## src/rtl/bvm_pkg.sv

```systemverilog
package bvm_pkg;

    // Field widths
    localparam int READING_W  = 12;
    localparam int MV_W       = 16;
    localparam int CAL_W      = 12;
    localparam int GAIN_W     = 14;
    localparam int OFFSET_W   = 10;
    localparam int COEFF_W    = 8;
    localparam int CFG_IDX_W  = 3;
    localparam int CFG_DATA_W = 16;

    // Arithmetic constants
    localparam int ADC_BITS_DEF  = 12;
    localparam int GAIN_FRAC     = 12;
    localparam int SUPPLY_REF_MV = 3000;
    localparam int NUM_W         = 24;   // holds 3000 * (2^12 - 1)
    localparam int PROD_W        = GAIN_W + MV_W + READING_W;

    // Register reset values
    localparam logic [CAL_W-1:0]    REF_CAL_RST = CAL_W'(1655);
    localparam logic [GAIN_W-1:0]   GAIN_RST    = GAIN_W'(6185);
    localparam logic [OFFSET_W-1:0] OFFSET_RST  = OFFSET_W'(90);
    localparam logic [COEFF_W-1:0]  COEFF_RST   = COEFF_W'(128);
    localparam logic [MV_W-1:0]     WARM_RST    = MV_W'(1000);

    // Configuration register indexes
    localparam logic [CFG_IDX_W-1:0] CFG_REF_CAL = 3'd0;
    localparam logic [CFG_IDX_W-1:0] CFG_GAIN    = 3'd1;
    localparam logic [CFG_IDX_W-1:0] CFG_OFFSET  = 3'd2;
    localparam logic [CFG_IDX_W-1:0] CFG_COEFF   = 3'd3;
    localparam logic [CFG_IDX_W-1:0] CFG_WARM    = 3'd4;

    typedef enum logic [2:0] {
        ST_IDLE,
        ST_DIV,
        ST_MUL1,
        ST_MUL2,
        ST_SAMPLE,
        ST_FILT,
        ST_OUT
    } t_state;

endpackage

```

## src/rtl/bvm_div.sv

```systemverilog
module bvm_div
    import bvm_pkg::*;
#(
    parameter int N_W = NUM_W,
    parameter int D_W = READING_W
) (
    input  logic           i_clk,
    input  logic           i_rst_n,
    input  logic           i_start,
    input  logic [N_W-1:0] i_num,
    input  logic [D_W-1:0] i_den,
    output logic           o_done,
    output logic [N_W-1:0] o_quo
);

    localparam int CNT_W = $clog2(N_W + 1);

    logic           r_busy;
    logic           r_done;
    logic [CNT_W-1:0] r_cnt;
    logic [N_W-1:0] r_num;
    logic [N_W-1:0] r_quo;
    logic [D_W-1:0] r_rem;
    logic [D_W-1:0] r_den;

    logic [D_W:0] w_trial;
    logic [D_W:0] w_diff;
    logic         w_ge;

    // One restoring step: bring down the next numerator bit, subtract if it fits
    assign w_trial = {r_rem, r_num[N_W-1]};
    assign w_ge    = w_trial >= {1'b0, r_den};
    assign w_diff  = w_trial - {1'b0, r_den};

    always_ff @(posedge i_clk) begin
        if (!i_rst_n) begin
            r_busy <= 1'b0;
            r_done <= 1'b0;
            r_cnt  <= '0;
        end else begin
            r_done <= 1'b0;
            if (i_start) begin
                r_busy <= 1'b1;
                r_cnt  <= '0;
            end else if (r_busy) begin
                r_cnt <= r_cnt + 1'b1;
                if (r_cnt == CNT_W'(N_W - 1)) begin
                    r_busy <= 1'b0;
                    r_done <= 1'b1;
                end
            end
        end
    end

    always_ff @(posedge i_clk) begin
        if (i_start) begin
            r_num <= i_num;
            r_den <= i_den;
            r_rem <= '0;
            r_quo <= '0;
        end else if (r_busy) begin
            r_num <= {r_num[N_W-2:0], 1'b0};
            r_rem <= w_ge ? w_diff[D_W-1:0] : w_trial[D_W-1:0];
            r_quo <= {r_quo[N_W-2:0], w_ge};
        end
    end

    assign o_done = r_done;
    assign o_quo  = r_quo;

endmodule

```

## src/rtl/bvm_mul.sv

```systemverilog
module bvm_mul
    import bvm_pkg::*;
#(
    parameter int A_W = GAIN_W,
    parameter int B_W = MV_W
) (
    input  logic                 i_clk,
    input  logic                 i_rst_n,
    input  logic                 i_start,
    input  logic [A_W-1:0]       i_a,
    input  logic [B_W-1:0]       i_b,
    output logic                 o_done,
    output logic [A_W+B_W-1:0]   o_prod
);

    localparam int P_W   = A_W + B_W;
    localparam int CNT_W = $clog2(B_W + 1);

    logic             r_busy;
    logic             r_done;
    logic [CNT_W-1:0] r_cnt;
    logic [P_W-1:0]   r_mcand;
    logic [B_W-1:0]   r_mplier;
    logic [P_W-1:0]   r_acc;

    always_ff @(posedge i_clk) begin
        if (!i_rst_n) begin
            r_busy <= 1'b0;
            r_done <= 1'b0;
            r_cnt  <= '0;
        end else begin
            r_done <= 1'b0;
            if (i_start) begin
                r_busy <= 1'b1;
                r_cnt  <= '0;
            end else if (r_busy) begin
                r_cnt <= r_cnt + 1'b1;
                if (r_cnt == CNT_W'(B_W - 1)) begin
                    r_busy <= 1'b0;
                    r_done <= 1'b1;
                end
            end
        end
    end

    // Shift-add: one multiplier bit per cycle, LSB first
    always_ff @(posedge i_clk) begin
        if (i_start) begin
            r_mcand  <= P_W'(i_a);
            r_mplier <= i_b;
            r_acc    <= '0;
        end else if (r_busy) begin
            if (r_mplier[0]) begin
                r_acc <= r_acc + r_mcand;
            end
            r_mcand  <= {r_mcand[P_W-2:0], 1'b0};
            r_mplier <= {1'b0, r_mplier[B_W-1:1]};
        end
    end

    assign o_done = r_done;
    assign o_prod = r_acc;

endmodule

```

## src/rtl/bvm_ema.sv

```systemverilog
module bvm_ema
    import bvm_pkg::*;
(
    input  logic               i_clk,
    input  logic               i_rst_n,
    input  logic               i_start,
    input  logic [MV_W-1:0]    i_sample,
    input  logic [MV_W-1:0]    i_level,
    input  logic [COEFF_W-1:0] i_coeff,
    output logic               o_done,
    output logic [MV_W-1:0]    o_level
);

    localparam int ACC_W = MV_W + COEFF_W + 2;
    localparam int CNT_W = $clog2(COEFF_W + 1);

    logic                    r_busy;
    logic                    r_done;
    logic [CNT_W-1:0]        r_cnt;
    logic signed [ACC_W-1:0] r_acc;
    logic signed [ACC_W-1:0] r_diff;
    logic [COEFF_W-1:0]      r_coeff;

    logic signed [MV_W:0] w_diff0;

    // level*256 + c*(sample - level) equals c*sample + (256 - c)*level
    assign w_diff0 = $signed({1'b0, i_sample}) - $signed({1'b0, i_level});

    always_ff @(posedge i_clk) begin
        if (!i_rst_n) begin
            r_busy <= 1'b0;
            r_done <= 1'b0;
            r_cnt  <= '0;
        end else begin
            r_done <= 1'b0;
            if (i_start) begin
                r_busy <= 1'b1;
                r_cnt  <= '0;
            end else if (r_busy) begin
                r_cnt <= r_cnt + 1'b1;
                if (r_cnt == CNT_W'(COEFF_W - 1)) begin
                    r_busy <= 1'b0;
                    r_done <= 1'b1;
                end
            end
        end
    end

    always_ff @(posedge i_clk) begin
        if (i_start) begin
            r_acc   <= $signed({2'b00, i_level, {COEFF_W{1'b0}}});
            r_diff  <= ACC_W'(w_diff0);
            r_coeff <= i_coeff;
        end else if (r_busy) begin
            if (r_coeff[0]) begin
                r_acc <= r_acc + r_diff;
            end
            r_diff  <= r_diff <<< 1;
            r_coeff <= {1'b0, r_coeff[COEFF_W-1:1]};
        end
    end

    // Weighted mean stays between sample and level, so no saturation is needed
    assign o_done  = r_done;
    assign o_level = r_acc[MV_W+COEFF_W-1:COEFF_W];

endmodule

```

## src/rtl/battery_voltage_monitor.sv

```systemverilog
// Path to result valid: 24 divider steps, 16 + 12 multiplier steps, then 8 filter
// steps unless warm-up skips the filter, plus control.
// One item at a time: the input stays stalled until the bit-serial divider, the
// shift-add multipliers and the filter are done and the result is loaded, which a stalled output delays.
// Reset (i_rst_n low, synchronous): clear control and the filtered level, load
// the configuration registers with their default values.
module battery_voltage_monitor
    import bvm_pkg::*;
#(
    parameter int ADC_BITS = ADC_BITS_DEF
) (
    input  logic                  i_clk,
    input  logic                  i_rst_n,
    // configuration write port
    input  logic                  i_cfg_we,
    input  logic [CFG_IDX_W-1:0]  i_cfg_index,
    input  logic [CFG_DATA_W-1:0] i_cfg_data,
    // input channel
    input  logic                  i_in_valid,
    output logic                  o_in_stall,
    input  logic [READING_W-1:0]  i_reference_reading,
    input  logic [READING_W-1:0]  i_battery_reading,
    // output channel
    output logic                  o_out_valid,
    input  logic                  i_out_stall,
    output logic [MV_W-1:0]       o_filtered_mv,
    output logic [MV_W-1:0]       o_sample_mv,
    output logic [MV_W-1:0]       o_supply_mv
);

    // Battery product is gain (Q12) * supply * reading over full scale
    localparam int SHIFT = GAIN_FRAC + ADC_BITS;

    // Configuration registers
    logic [CAL_W-1:0]    r_ref_cal;
    logic [GAIN_W-1:0]   r_gain;
    logic [OFFSET_W-1:0] r_offset;
    logic [COEFF_W-1:0]  r_coeff;
    logic [MV_W-1:0]     r_warm;

    // Sequencer
    t_state r_state;
    t_state n_state;

    logic w_in_xfer;
    logic w_mul1_start;
    logic w_mul2_start;
    logic w_ema_start;
    logic w_warm_load;
    logic w_out_load;

    // Datapath
    logic [READING_W-1:0] r_ref;
    logic [READING_W-1:0] r_bat;
    logic [MV_W-1:0]      r_supply;
    logic [MV_W-1:0]      r_sample;
    logic [MV_W-1:0]      r_level;
    logic                 r_out_valid;

    logic [NUM_W-1:0]          w_num;
    logic                      w_div_done;
    logic [NUM_W-1:0]          w_quo;
    logic [MV_W-1:0]           w_supply;
    logic                      w_mul1_done;
    logic [GAIN_W+MV_W-1:0]    w_prod1;
    logic                      w_mul2_done;
    logic [PROD_W-1:0]         w_prod2;
    logic [PROD_W-1:0]         w_scaled;
    logic [MV_W:0]             w_sum;
    logic [MV_W-1:0]           w_sample_sat;
    logic [MV_W-1:0]           w_sample;
    logic                      w_ema_done;
    logic [MV_W-1:0]           w_ema_level;

    //------------------------------------------------------------------
    // Configuration: the user must keep writes to idle; the block does not enforce it and uses the registers live
    //------------------------------------------------------------------
    always_ff @(posedge i_clk) begin
        if (!i_rst_n) begin
            r_ref_cal <= REF_CAL_RST;
            r_gain    <= GAIN_RST;
            r_offset  <= OFFSET_RST;
            r_coeff   <= COEFF_RST;
            r_warm    <= WARM_RST;
        end else if (i_cfg_we) begin
            unique case (i_cfg_index)
                CFG_REF_CAL: r_ref_cal <= i_cfg_data[CAL_W-1:0];
                CFG_GAIN:    r_gain    <= i_cfg_data[GAIN_W-1:0];
                CFG_OFFSET:  r_offset  <= i_cfg_data[OFFSET_W-1:0];
                CFG_COEFF:   r_coeff   <= i_cfg_data[COEFF_W-1:0];
                CFG_WARM:    r_warm    <= i_cfg_data[MV_W-1:0];
                default: begin
                    // drop writes to unknown indexes
                end
            endcase
        end
    end

    //------------------------------------------------------------------
    // Sequencer: one item at a time, divider started by the input transfer, each later unit after the previous done
    //------------------------------------------------------------------
    assign o_in_stall = (r_state != ST_IDLE);
    assign w_in_xfer  = i_in_valid && !o_in_stall;

    always_ff @(posedge i_clk) begin
        if (!i_rst_n) begin
            r_state <= ST_IDLE;
        end else begin
            r_state <= n_state;
        end
    end

    always_comb begin
        n_state      = r_state;
        w_mul1_start = 1'b0;
        w_mul2_start = 1'b0;
        w_ema_start  = 1'b0;
        w_warm_load  = 1'b0;
        w_out_load   = 1'b0;
        unique case (r_state)
            ST_IDLE: begin
                if (w_in_xfer) begin
                    n_state = ST_DIV;
                end
            end
            ST_DIV: begin
                if (w_div_done) begin
                    w_mul1_start = 1'b1;
                    n_state      = ST_MUL1;
                end
            end
            ST_MUL1: begin
                if (w_mul1_done) begin
                    w_mul2_start = 1'b1;
                    n_state      = ST_MUL2;
                end
            end
            ST_MUL2: begin
                if (w_mul2_done) begin
                    n_state = ST_SAMPLE;
                end
            end
            ST_SAMPLE: begin
                // Level under the warm-up threshold: take the sample as is
                if (r_level < r_warm) begin
                    w_warm_load = 1'b1;
                    n_state     = ST_OUT;
                end else begin
                    w_ema_start = 1'b1;
                    n_state     = ST_FILT;
                end
            end
            ST_FILT: begin
                if (w_ema_done) begin
                    n_state = ST_OUT;
                end
            end
            ST_OUT: begin
                // Load the result register once it is empty or being drained
                if (!r_out_valid || !i_out_stall) begin
                    w_out_load = 1'b1;
                    n_state    = ST_IDLE;
                end
            end
            default: begin
                n_state = ST_IDLE;
            end
        endcase
    end

    //------------------------------------------------------------------
    // Supply voltage: 3000 * cal / ref, bit-serial restoring divide
    //------------------------------------------------------------------
    assign w_num = NUM_W'(r_ref_cal) * NUM_W'(SUPPLY_REF_MV);

    bvm_div #(
        .N_W (NUM_W),
        .D_W (READING_W)
    ) u_div (
        .i_clk   (i_clk),
        .i_rst_n (i_rst_n),
        .i_start (w_in_xfer),
        .i_num   (w_num),
        .i_den   (i_reference_reading),
        .o_done  (w_div_done),
        .o_quo   (w_quo)
    );

    // Zero reference reading gives zero supply; otherwise saturate to 16 bits
    always_comb begin
        if (r_ref == '0) begin
            w_supply = '0;
        end else if (|w_quo[NUM_W-1:MV_W]) begin
            w_supply = '1;
        end else begin
            w_supply = w_quo[MV_W-1:0];
        end
    end

    //------------------------------------------------------------------
    // Battery term: gain * supply, then * battery reading, both shift-add
    //------------------------------------------------------------------
    bvm_mul #(
        .A_W (GAIN_W),
        .B_W (MV_W)
    ) u_mul1 (
        .i_clk   (i_clk),
        .i_rst_n (i_rst_n),
        .i_start (w_mul1_start),
        .i_a     (r_gain),
        .i_b     (w_supply),
        .o_done  (w_mul1_done),
        .o_prod  (w_prod1)
    );

    bvm_mul #(
        .A_W (GAIN_W + MV_W),
        .B_W (READING_W)
    ) u_mul2 (
        .i_clk   (i_clk),
        .i_rst_n (i_rst_n),
        .i_start (w_mul2_start),
        .i_a     (w_prod1),
        .i_b     (r_bat),
        .o_done  (w_mul2_done),
        .o_prod  (w_prod2)
    );

    // Drop the fraction, add the offset, saturate, then clamp up to the supply
    assign w_scaled     = w_prod2 >> SHIFT;
    assign w_sum        = {1'b0, w_scaled[MV_W-1:0]} + (MV_W + 1)'(r_offset);
    assign w_sample_sat = (|w_scaled[PROD_W-1:MV_W] || w_sum[MV_W]) ? '1 : w_sum[MV_W-1:0];
    assign w_sample     = (w_sample_sat < r_supply) ? r_supply : w_sample_sat;

    //------------------------------------------------------------------
    // Exponential filter: Q8 weighted mean, one coefficient bit per cycle
    //------------------------------------------------------------------
    bvm_ema u_ema (
        .i_clk    (i_clk),
        .i_rst_n  (i_rst_n),
        .i_start  (w_ema_start),
        .i_sample (r_sample),
        .i_level  (r_level),
        .i_coeff  (r_coeff),
        .o_done   (w_ema_done),
        .o_level  (w_ema_level)
    );

    //------------------------------------------------------------------
    // Datapath registers
    //------------------------------------------------------------------
    always_ff @(posedge i_clk) begin
        if (w_in_xfer) begin
            r_ref <= i_reference_reading;
            r_bat <= i_battery_reading;
        end
        if (w_mul1_start) begin
            r_supply <= w_supply;
        end
        if (r_state == ST_MUL2 && w_mul2_done) begin
            r_sample <= w_sample;
        end
    end

    // Filtered level is the only datapath value carried from one item into the next
    always_ff @(posedge i_clk) begin
        if (!i_rst_n) begin
            r_level <= '0;
        end else if (w_warm_load) begin
            r_level <= r_sample;
        end else if (r_state == ST_FILT && w_ema_done) begin
            r_level <= w_ema_level;
        end
    end

    // Result register: holds while stalled, frees on transfer
    always_ff @(posedge i_clk) begin
        if (!i_rst_n) begin
            r_out_valid <= 1'b0;
        end else if (w_out_load) begin
            r_out_valid <= 1'b1;
        end else if (!i_out_stall) begin
            r_out_valid <= 1'b0;
        end
    end

    always_ff @(posedge i_clk) begin
        if (w_out_load) begin
            o_filtered_mv <= r_level;
            o_sample_mv   <= r_sample;
            o_supply_mv   <= r_supply;
        end
    end

    assign o_out_valid = r_out_valid;

    //------------------------------------------------------------------
    // Assertions
    //------------------------------------------------------------------
    // An accepted item blocks the input until its result is loaded
    a_busy_after_xfer: assert property (@(posedge i_clk) disable iff (!i_rst_n)
        w_in_xfer |=> o_in_stall)
        else $error("input not stalled after transfer");

    // A new result only comes from the output state
    a_out_from_seq: assert property (@(posedge i_clk) disable iff (!i_rst_n)
        $rose(o_out_valid) |-> $past(r_state == ST_OUT))
        else $error("result valid without sequencer load");

    // Sample is never below the supply it was clamped to
    a_sample_ge_supply: assert property (@(posedge i_clk) disable iff (!i_rst_n)
        o_out_valid |-> (o_sample_mv >= o_supply_mv))
        else $error("sample below supply");

    // The filtered level changes only at the sample or filter step
    a_level_update: assert property (@(posedge i_clk) disable iff (!i_rst_n)
        !$stable(r_level) |-> ($past(r_state == ST_SAMPLE) || $past(r_state == ST_FILT)))
        else $error("level changed outside update step");

endmodule
```

## config.mk

```make
export PLATFORM = sky130hd
export DESIGN_NAME = battery_voltage_monitor
export DESIGN_NICKNAME = d
export VERILOG_FILES = /design/src/rtl/bvm_pkg.sv /design/src/rtl/bvm_div.sv /design/src/rtl/bvm_mul.sv /design/src/rtl/bvm_ema.sv /design/src/rtl/battery_voltage_monitor.sv
export SDC_FILE = /design/constraint.sdc
export NUM_CORES = 1
export LEC_CHECK = 0
export BUFFER_PORTS_ARGS = -buffer_cell sky130_fd_sc_hd__buf_2
export CORE_MARGIN = 5
export CORE_UTILIZATION = 55
export CTS_BUF_LIST = sky130_fd_sc_hd__clkbuf_2
export CTS_CLUSTER_DIAMETER = 30
export DETAILED_ROUTE_END_ITERATION = 12
export GPL_ROUTABILITY_DRIVEN = 0
export PLACE_DENSITY = 0.72
export SETUP_SLACK_MARGIN = 0.1
export SKIP_CTS_REPAIR_TIMING = 1
export SLEW_MARGIN = 20
export SYNTH_ARGS = -nofsm -noshare
export SYNTH_HDL_FRONTEND = slang
export SYNTH_SLANG_ARGS = --single-unit
```

## constraint.sdc

```tcl
create_clock -name i_clk -period 6.8 [get_ports i_clk]
set_input_delay 1.36 -clock i_clk [delete_from_list [all_inputs] [get_ports i_clk]]
set_output_delay 1.36 -clock i_clk [all_outputs]
set_load 0.05 [all_outputs]
```

# Word level (Yosys, flattened, before mapping)
# Cells that the tools add are included.
dict set report word_totals {
  register_bits 499
  in_bits 48
  out_inout_bits 50
  elab_cells 180
}
dict set report op_classes {
  addsub 10
  multipliers 1
  order_cmp 3
  eq_ne 21
  mux 60
  bitwise 5
  n_reduce_logical 38
}
# op count
set op_table {}
lappend op_table {{two-way mux 16 bit} 8}
lappend op_table {{two-way mux 24 bit} 5}
lappend op_table {{two-way mux 30 bit} 2}
lappend op_table {{two-way mux 26 bit} 2}
lappend op_table {{adder 42 bit} 1}
lappend op_table {{two-way mux 12 bit} 3}
lappend op_table {{< comparator 16 bit} 2}
lappend op_table {{adder 30 bit} 1}
lappend op_table {{two-way mux 1 bit} 28}
lappend op_table {{two-way mux 14 bit} 2}
lappend op_table {{adder 26 bit} 1}
lappend op_table {{multiplier 12 x 9 -> 21 bit, second input constant} 1}
lappend op_table {{one-hot mux 3 bit (7 select lines)} 1}
lappend op_table {{two-way mux 3 bit} 6}
lappend op_table {{AND reduction 2 bit} 9}
lappend op_table {{adder 16 x 10 -> 17 bit} 1}
lappend op_table {{subtractor 16 x 16 -> 17 bit} 1}
lappend op_table {{two-way mux 8 bit} 2}
lappend op_table {{greater-or-equal comparator 13 x 12 -> 1 bit} 1}
lappend op_table {{equality test 3 x 2 -> 1 bit, second input constant} 4}
lappend op_table {{equality test 3 bit, second input constant} 4}
lappend op_table {{logical NOT 12 bit} 1}
lappend op_table {{!= test 2 x 1 -> 1 bit, second input constant} 6}
lappend op_table {{nonzero test 2 bit} 6}
lappend op_table {{other kinds (20)} 40}

# Logic depth before layout (Yosys ltp)
dict set report logic_depth {
  ltp_word 5
  depth_mapped 24
  depth_no_buf 21
}

# Hierarchy
# Synthesis repeated with hierarchy kept, for this count alone.
dict set report hier_totals {
  hier_cells 2974
  area_unflattened_um2 29650.9
}
# module instances cells_each area_per_inst_um2 seq_area_each_um2
set modules_own_cells {}
lappend modules_own_cells {battery_voltage_monitor 1 1041 10709.0 4724.5}
lappend modules_own_cells {{bvm_mul at u_mul2} 1 647 6055.8 2462.4}
lappend modules_own_cells {{bvm_mul at u_mul1} 1 487 4679.5 1961.9}
lappend modules_own_cells {bvm_ema 1 476 4563.1 1721.7}
lappend modules_own_cells {bvm_div 1 323 3643.5 1941.9}

# Worst setup path before layout
# Ideal clock, no wire load.
dict set report synth_path {
  path_kind {register -> register}
  start {reg r_offset[0]}
  end {reg r_sample[10], data pin}
  setup_time_ns 0.260
  arrival_ns 4.463
  required_ns 6.540
  path_slack_ns 2.076
  path_stages_with_launch 25
  path_buffers 3
  period_less_slack_ns 4.724
  cell_sequence {dfxtp_1 ha_1 fa_1 a21o_1 a21oi_2 nor2_1 o21ai_2 o2bb2ai_2 o22ai_4 a311oi_4 clkbuf_1 nand2_1 ha_1 a21o_1 a21o_1 a21o_1 a21o_1 a21oi_1 nor2b_1 o21ai_0 nand2b_1 a21o_1 buf_6 buf_6 mux2_4}
}
dict set report synth_between {
  elab_chain_len 5
}
# element line
set synth_lines {}
lappend synth_lines {{start, declared} battery_voltage_monitor.sv:37} ;# logic [OFFSET_W-1:0] r_offset;
lappend synth_lines {{start signal, assigned} battery_voltage_monitor.sv:89} ;# CFG_OFFSET: r_offset <= i_cfg_data[OFFSET_W-1:0];
lappend synth_lines {{adder 16 x 10 -> 17 bit (*)} battery_voltage_monitor.sv:231} ;# assign w_sum = {1'b0, w_scaled[MV_W-1:0]} + (MV_W + 1)'(r_offset);
lappend synth_lines {{logical OR 1 bit} battery_voltage_monitor.sv:232} ;# assign w_sample_sat = (|w_scaled[PROD_W-1:MV_W] || w_sum[MV_W]) ? '1 : w_sum[MV_W-1:0];
lappend synth_lines {{two-way mux 16 bit (*)} battery_voltage_monitor.sv:232}
lappend synth_lines {{< comparator 16 bit} battery_voltage_monitor.sv:233} ;# assign w_sample = (w_sample_sat < r_supply) ? r_supply : w_sample_sat;
lappend synth_lines {{two-way mux 16 bit (*)} battery_voltage_monitor.sv:233}
lappend synth_lines {{net w_sample[10]} battery_voltage_monitor.sv:71} ;# logic [MV_W-1:0] w_sample;
lappend synth_lines {{end signal, assigned} battery_voltage_monitor.sv:261} ;# r_sample <= w_sample;
lappend synth_lines {{end, declared} battery_voltage_monitor.sv:56} ;# logic [MV_W-1:0] r_sample;
# Mark *: on every way through the listed nets, which the timed path passes. The rest lies on a longest branch.
# A chain may end at the register's enable or synchronous reset.

# Final worst setup path
dict set report layout_path {
  start {reg u_mul2.r_acc[24], in the netlist u_mul2.o_prod[24]}
  end {reg r_sample[7], data pin}
}
dict set report layout_between {
  elab_chain_len 5
}
# element line
set layout_lines {}
lappend layout_lines {{start, declared} bvm_mul.sv:24} ;# logic [P_W-1:0] r_acc;
lappend layout_lines {{start signal, assigned} bvm_mul.sv:54} ;# r_acc <= r_acc + r_mcand;
lappend layout_lines {{adder 16 x 10 -> 17 bit (*)} battery_voltage_monitor.sv:231}
lappend layout_lines {{logical OR 1 bit} battery_voltage_monitor.sv:232}
lappend layout_lines {{two-way mux 16 bit (*)} battery_voltage_monitor.sv:232}
lappend layout_lines {{< comparator 16 bit} battery_voltage_monitor.sv:233}
lappend layout_lines {{two-way mux 16 bit (*)} battery_voltage_monitor.sv:233}
lappend layout_lines {{net w_sample[7]} battery_voltage_monitor.sv:71}
# Marks and branches as above.

==> flow_summary.json <==
{
  "arrival_ns": 6.37,
  "port_buffers": 97,
  "drt_pre_antenna_iters": 5,
  "slew_headroom": 0.283,
  "path_class": "reg2reg",
  "grt_pass1_vias": 22211,
  "p_leak_nw": 13.9,
  "first_iter_violations": 1401,
  "wl_per_cell_um": 16.9,
  "yosysTopAreaCellShare": 0.259,
  "critical-path-top-delay-family": "compound AO/OA/AOI/OAI gates",
  "clk_latency_ns": 1.32,
  "ys_ff_latch": 495,
  "skew_ns": 0.0857,
  "grt_pass1_wl_um": 110000,
  "dieWidth_um": 237,
  "ios": 98,
  "synth.largest_area_cell": "edfxtp_1",
  "layout-drive-gt1-share": 0.125,
  "chipHeight_um": 237,
  "cts_buffer_depth": 3,
  "critical_path_required_ns": 7.83,
  "min_path_type": "in2reg",
  "area_growth_pct": 8.85,
  "cts_root_buf": "clkbuf_2",
  "postSynth.asyncResetShare": 0,
  "finalSetupViolations": 0,
  "synth_enable_flop_cells": 245,
  "cts_buffers": 140,
  "end_kind": "flip-flop",
  "nNetsFinal": 3445,
  "slowest_delay_ns": 0.65,
  "num_rows": 83,
  "crit_top_cell": "a21o_1",
  "fin_ws_ns": 1.46,
  "yosysSeqAreaShare": 0.436,
  "finalCriticalPeriod_ns": 5.34,
  "max_freq_mhz": 187,
  "status": "complete, no violations",
  "coreArea_um2": 51200,
  "drc": 0,
  "cp_max_fo": 16,
  "antenna_found_initial": 2,
  "hpwl_um": 46800,
  "netlist_area_um2": 28400,
  "synth_cell_types": 80,
  "synth_commonest_cells": "nand2_1 (532), dfxtp_1 (250), edfxtp_1 (245)",
  "hold_viol_final": 0,
  "path_clk_slew_ns": 0.10,
  "min_period_over_period": 0.786,
  "dieArea_um2": 56200,
  "synth_area_leaders": "edfxtp_1 (26%), dfxtp_1 (18%), ha_1 (9.8%)",
  "final-max-slew-violation-count": 0,
  "crit_path_top_delay_cell": "a311oi_4",
  "worstMarginPinSlew_ns": 1.07,
  "yosys_warnings": 0,
  "fin_setup_tns_ns": 0,
  "grt_max_degree": 60,
  "multi_input_area_um2": 14700,
  "drv_cap": 0,
  "peakVddDrop_v": 0.000264,
  "route.vias.total": 21982,
  "yosysMostFrequentCell": "nand2_1",
  "track_usage": 0.236,
  "critical_path.startpoint_type": "flip-flop",
  "fillCellCount": 4398,
  "synth_fp_nets": 3303,
  "h-tree-depth": 4,
  "syn_area_per_cell_um2": 9.52,
  "start_util": 0.554,
  "rsz0062_at_grt": "no",
  "critPathBufInv": 0,
  "place_ws_ns": 1.54,
  "drt-total-wl_um": 66400,
  "regArea_um2": 12400,
  "cts_tree": "yes",
  "grt-ovfl-total": 0,
  "netlist_instances": 2978,
  "crit_path_cell_trace": "ha_1 -> fa_1 -> a21o_1 -> a21oi_2 -> nor2_1 -> o21ai_2 -> o2bb2ai_2 -> o22ai_4 -> a311oi_4 -> nand2_1 -> ha_1 -> a21o_1 -> a21o_1 -> a21o_1 -> a21o_1 -> a21oi_1 -> nor2b_1 -> o21ai_0 -> nand2b_1 -> a21o_1 -> mux2_4",
  "vias_per_cell": 5.61,
  "p_per_area_nw_per_um2": 224,
  "clock_sinks": 495,
  "synth_ff_type": "dfxtp_1",
  "ant_nets": 0
}
==> cell usage in the layout (no fill, tap or decap), types with 54 or more instances in the layout <==
cell / Yosys / final
fa_1: 54 / 54
dfxtp_1: 250 / 249
xnor2_1: 74 / 74
nand2_1: 532 / 531
nand3_1: 60 / 58
nor2_1: 167 / 167
a21o_1: 84 / 84
mux2i_1: 85 / 85
ha_1: 223 / 223
clkbuf_2: 0 / 200
inv_1: 231 / 229
buf_2: 0 / 97
a21oi_1: 201 / 200
o21ai_0: 122 / 122
edfxtp_1: 245 / 245
==> metrics by stage <==
step | power (W) | instance area (um^2) | hold WS [ns] | utilization | instances
finish | 0.00691 | 30900 | 0.242 | 0.603 | 3920
global route | 0.00734 | 30900 | 0.0891 | 0.603 | 3920
CTS | 0.00699 | 30900 | 0.0382 | 0.603 | 3918
detailed placement | 0.00457 | 29400 | 0.451 | 0.575 | 3658
global placement | 0.00452 | 29400 | 0.444 | 0.575 | 3658
floorplan | 0.00430 | 28400 | 0.432 | - | 2978
==> where the power goes <==
group,switching (W),internal (W),total (W)
logic,0.000690,0.000504,0.00119
registers,0.0000703,0.00324,0.00331
clock network,0.00133,0.00107,0.00240
total,0.00209,0.00482,0.00691
==> flip-flops by register name, indices dropped and copies added, names as in the netlist, 21 cells and up <==
signal and count:
u_mul2.o_prod 42, u_div.r_num 21, u_ema.r_acc 24, u_mul2.r_mcand 42
u_div.o_quo 24, u_mul1.r_mcand 30, u_mul1.o_prod 30, u_ema.r_diff 24
==> worst reg2reg max path, cell delays in order, from the launching register on <==
cell and delay [ns]:
dfxtp_1 0.34, ha_1 0.22, fa_1 0.41, a21o_1 0.18, a21oi_2 0.16, nor2_1 0.07, o21ai_2 0.14, o2bb2ai_2 0.19
o22ai_4 0.15, a311oi_4 0.65, nand2_1 0.21, ha_1 0.35, a21o_1 0.16, a21o_1 0.17, a21o_1 0.17, a21o_1 0.16
a21oi_1 0.15, nor2b_1 0.07, o21ai_0 0.16, nand2b_1 0.09, a21o_1 0.45, mux2_4 0.42
==> per-layer routing <==
| layer | vias to the layer above | track usage | share of wire |
|---|---|---|---|
| met2 | 558 | 0.390 | 0.47 |
| li1 | 10784 | - | - |
| met5 | - | 0 | 0 |
| met1 | 10512 | 0.302 | 0.44 |
| met3 | 128 | 0.0584 | 0.056 |
| met4 | 0 | 0.0880 | 0.026 |
==> layout make-up <==
type / count / share of cell area
timing repair buffer: 116 / 0.0203
sequential: 495 / 0.401
clock inverter: 60 / 0.0140
antenna: 2 / 0.000162
clock buffer: 200 / 0.0324
tap: 680 / 0.0276
multi-input combinational: 2135 / 0.477
inverter: 232 / 0.0283
==> cell families (layout without fill, tap and decap cells) <==
family | after synthesis | after routing | synth area share
simple gates | 957 | 957 | 0.147
compound gates | 666 | 666 | 0.154
flops | 495 | 495 | 0.436
buf+inv | 348 | 608 | 0.0466
fa+ha+maj | 277 | 277 | 0.137
xor+xnor | 120 | 120 | 0.0371
mux | 115 | 115 | 0.0431
other cells | 0 | 2 | 0
==> worst paths after layout <==
kind                             start                 to  slack (ns)  cells past startpoint
hold reg to reg      u_mul2.o_prod[13]  u_mul2.o_prod[13]        0.46                      2
hold / removal    i_battery_reading[0]           r_bat[0]        0.24                      1
setup reg to reg     u_mul2.o_prod[24]        r_sample[7]        1.46                     21
setup / recovery     u_mul2.o_prod[24]        r_sample[7]        1.46                     21
(Power assumes the default switching activity.)
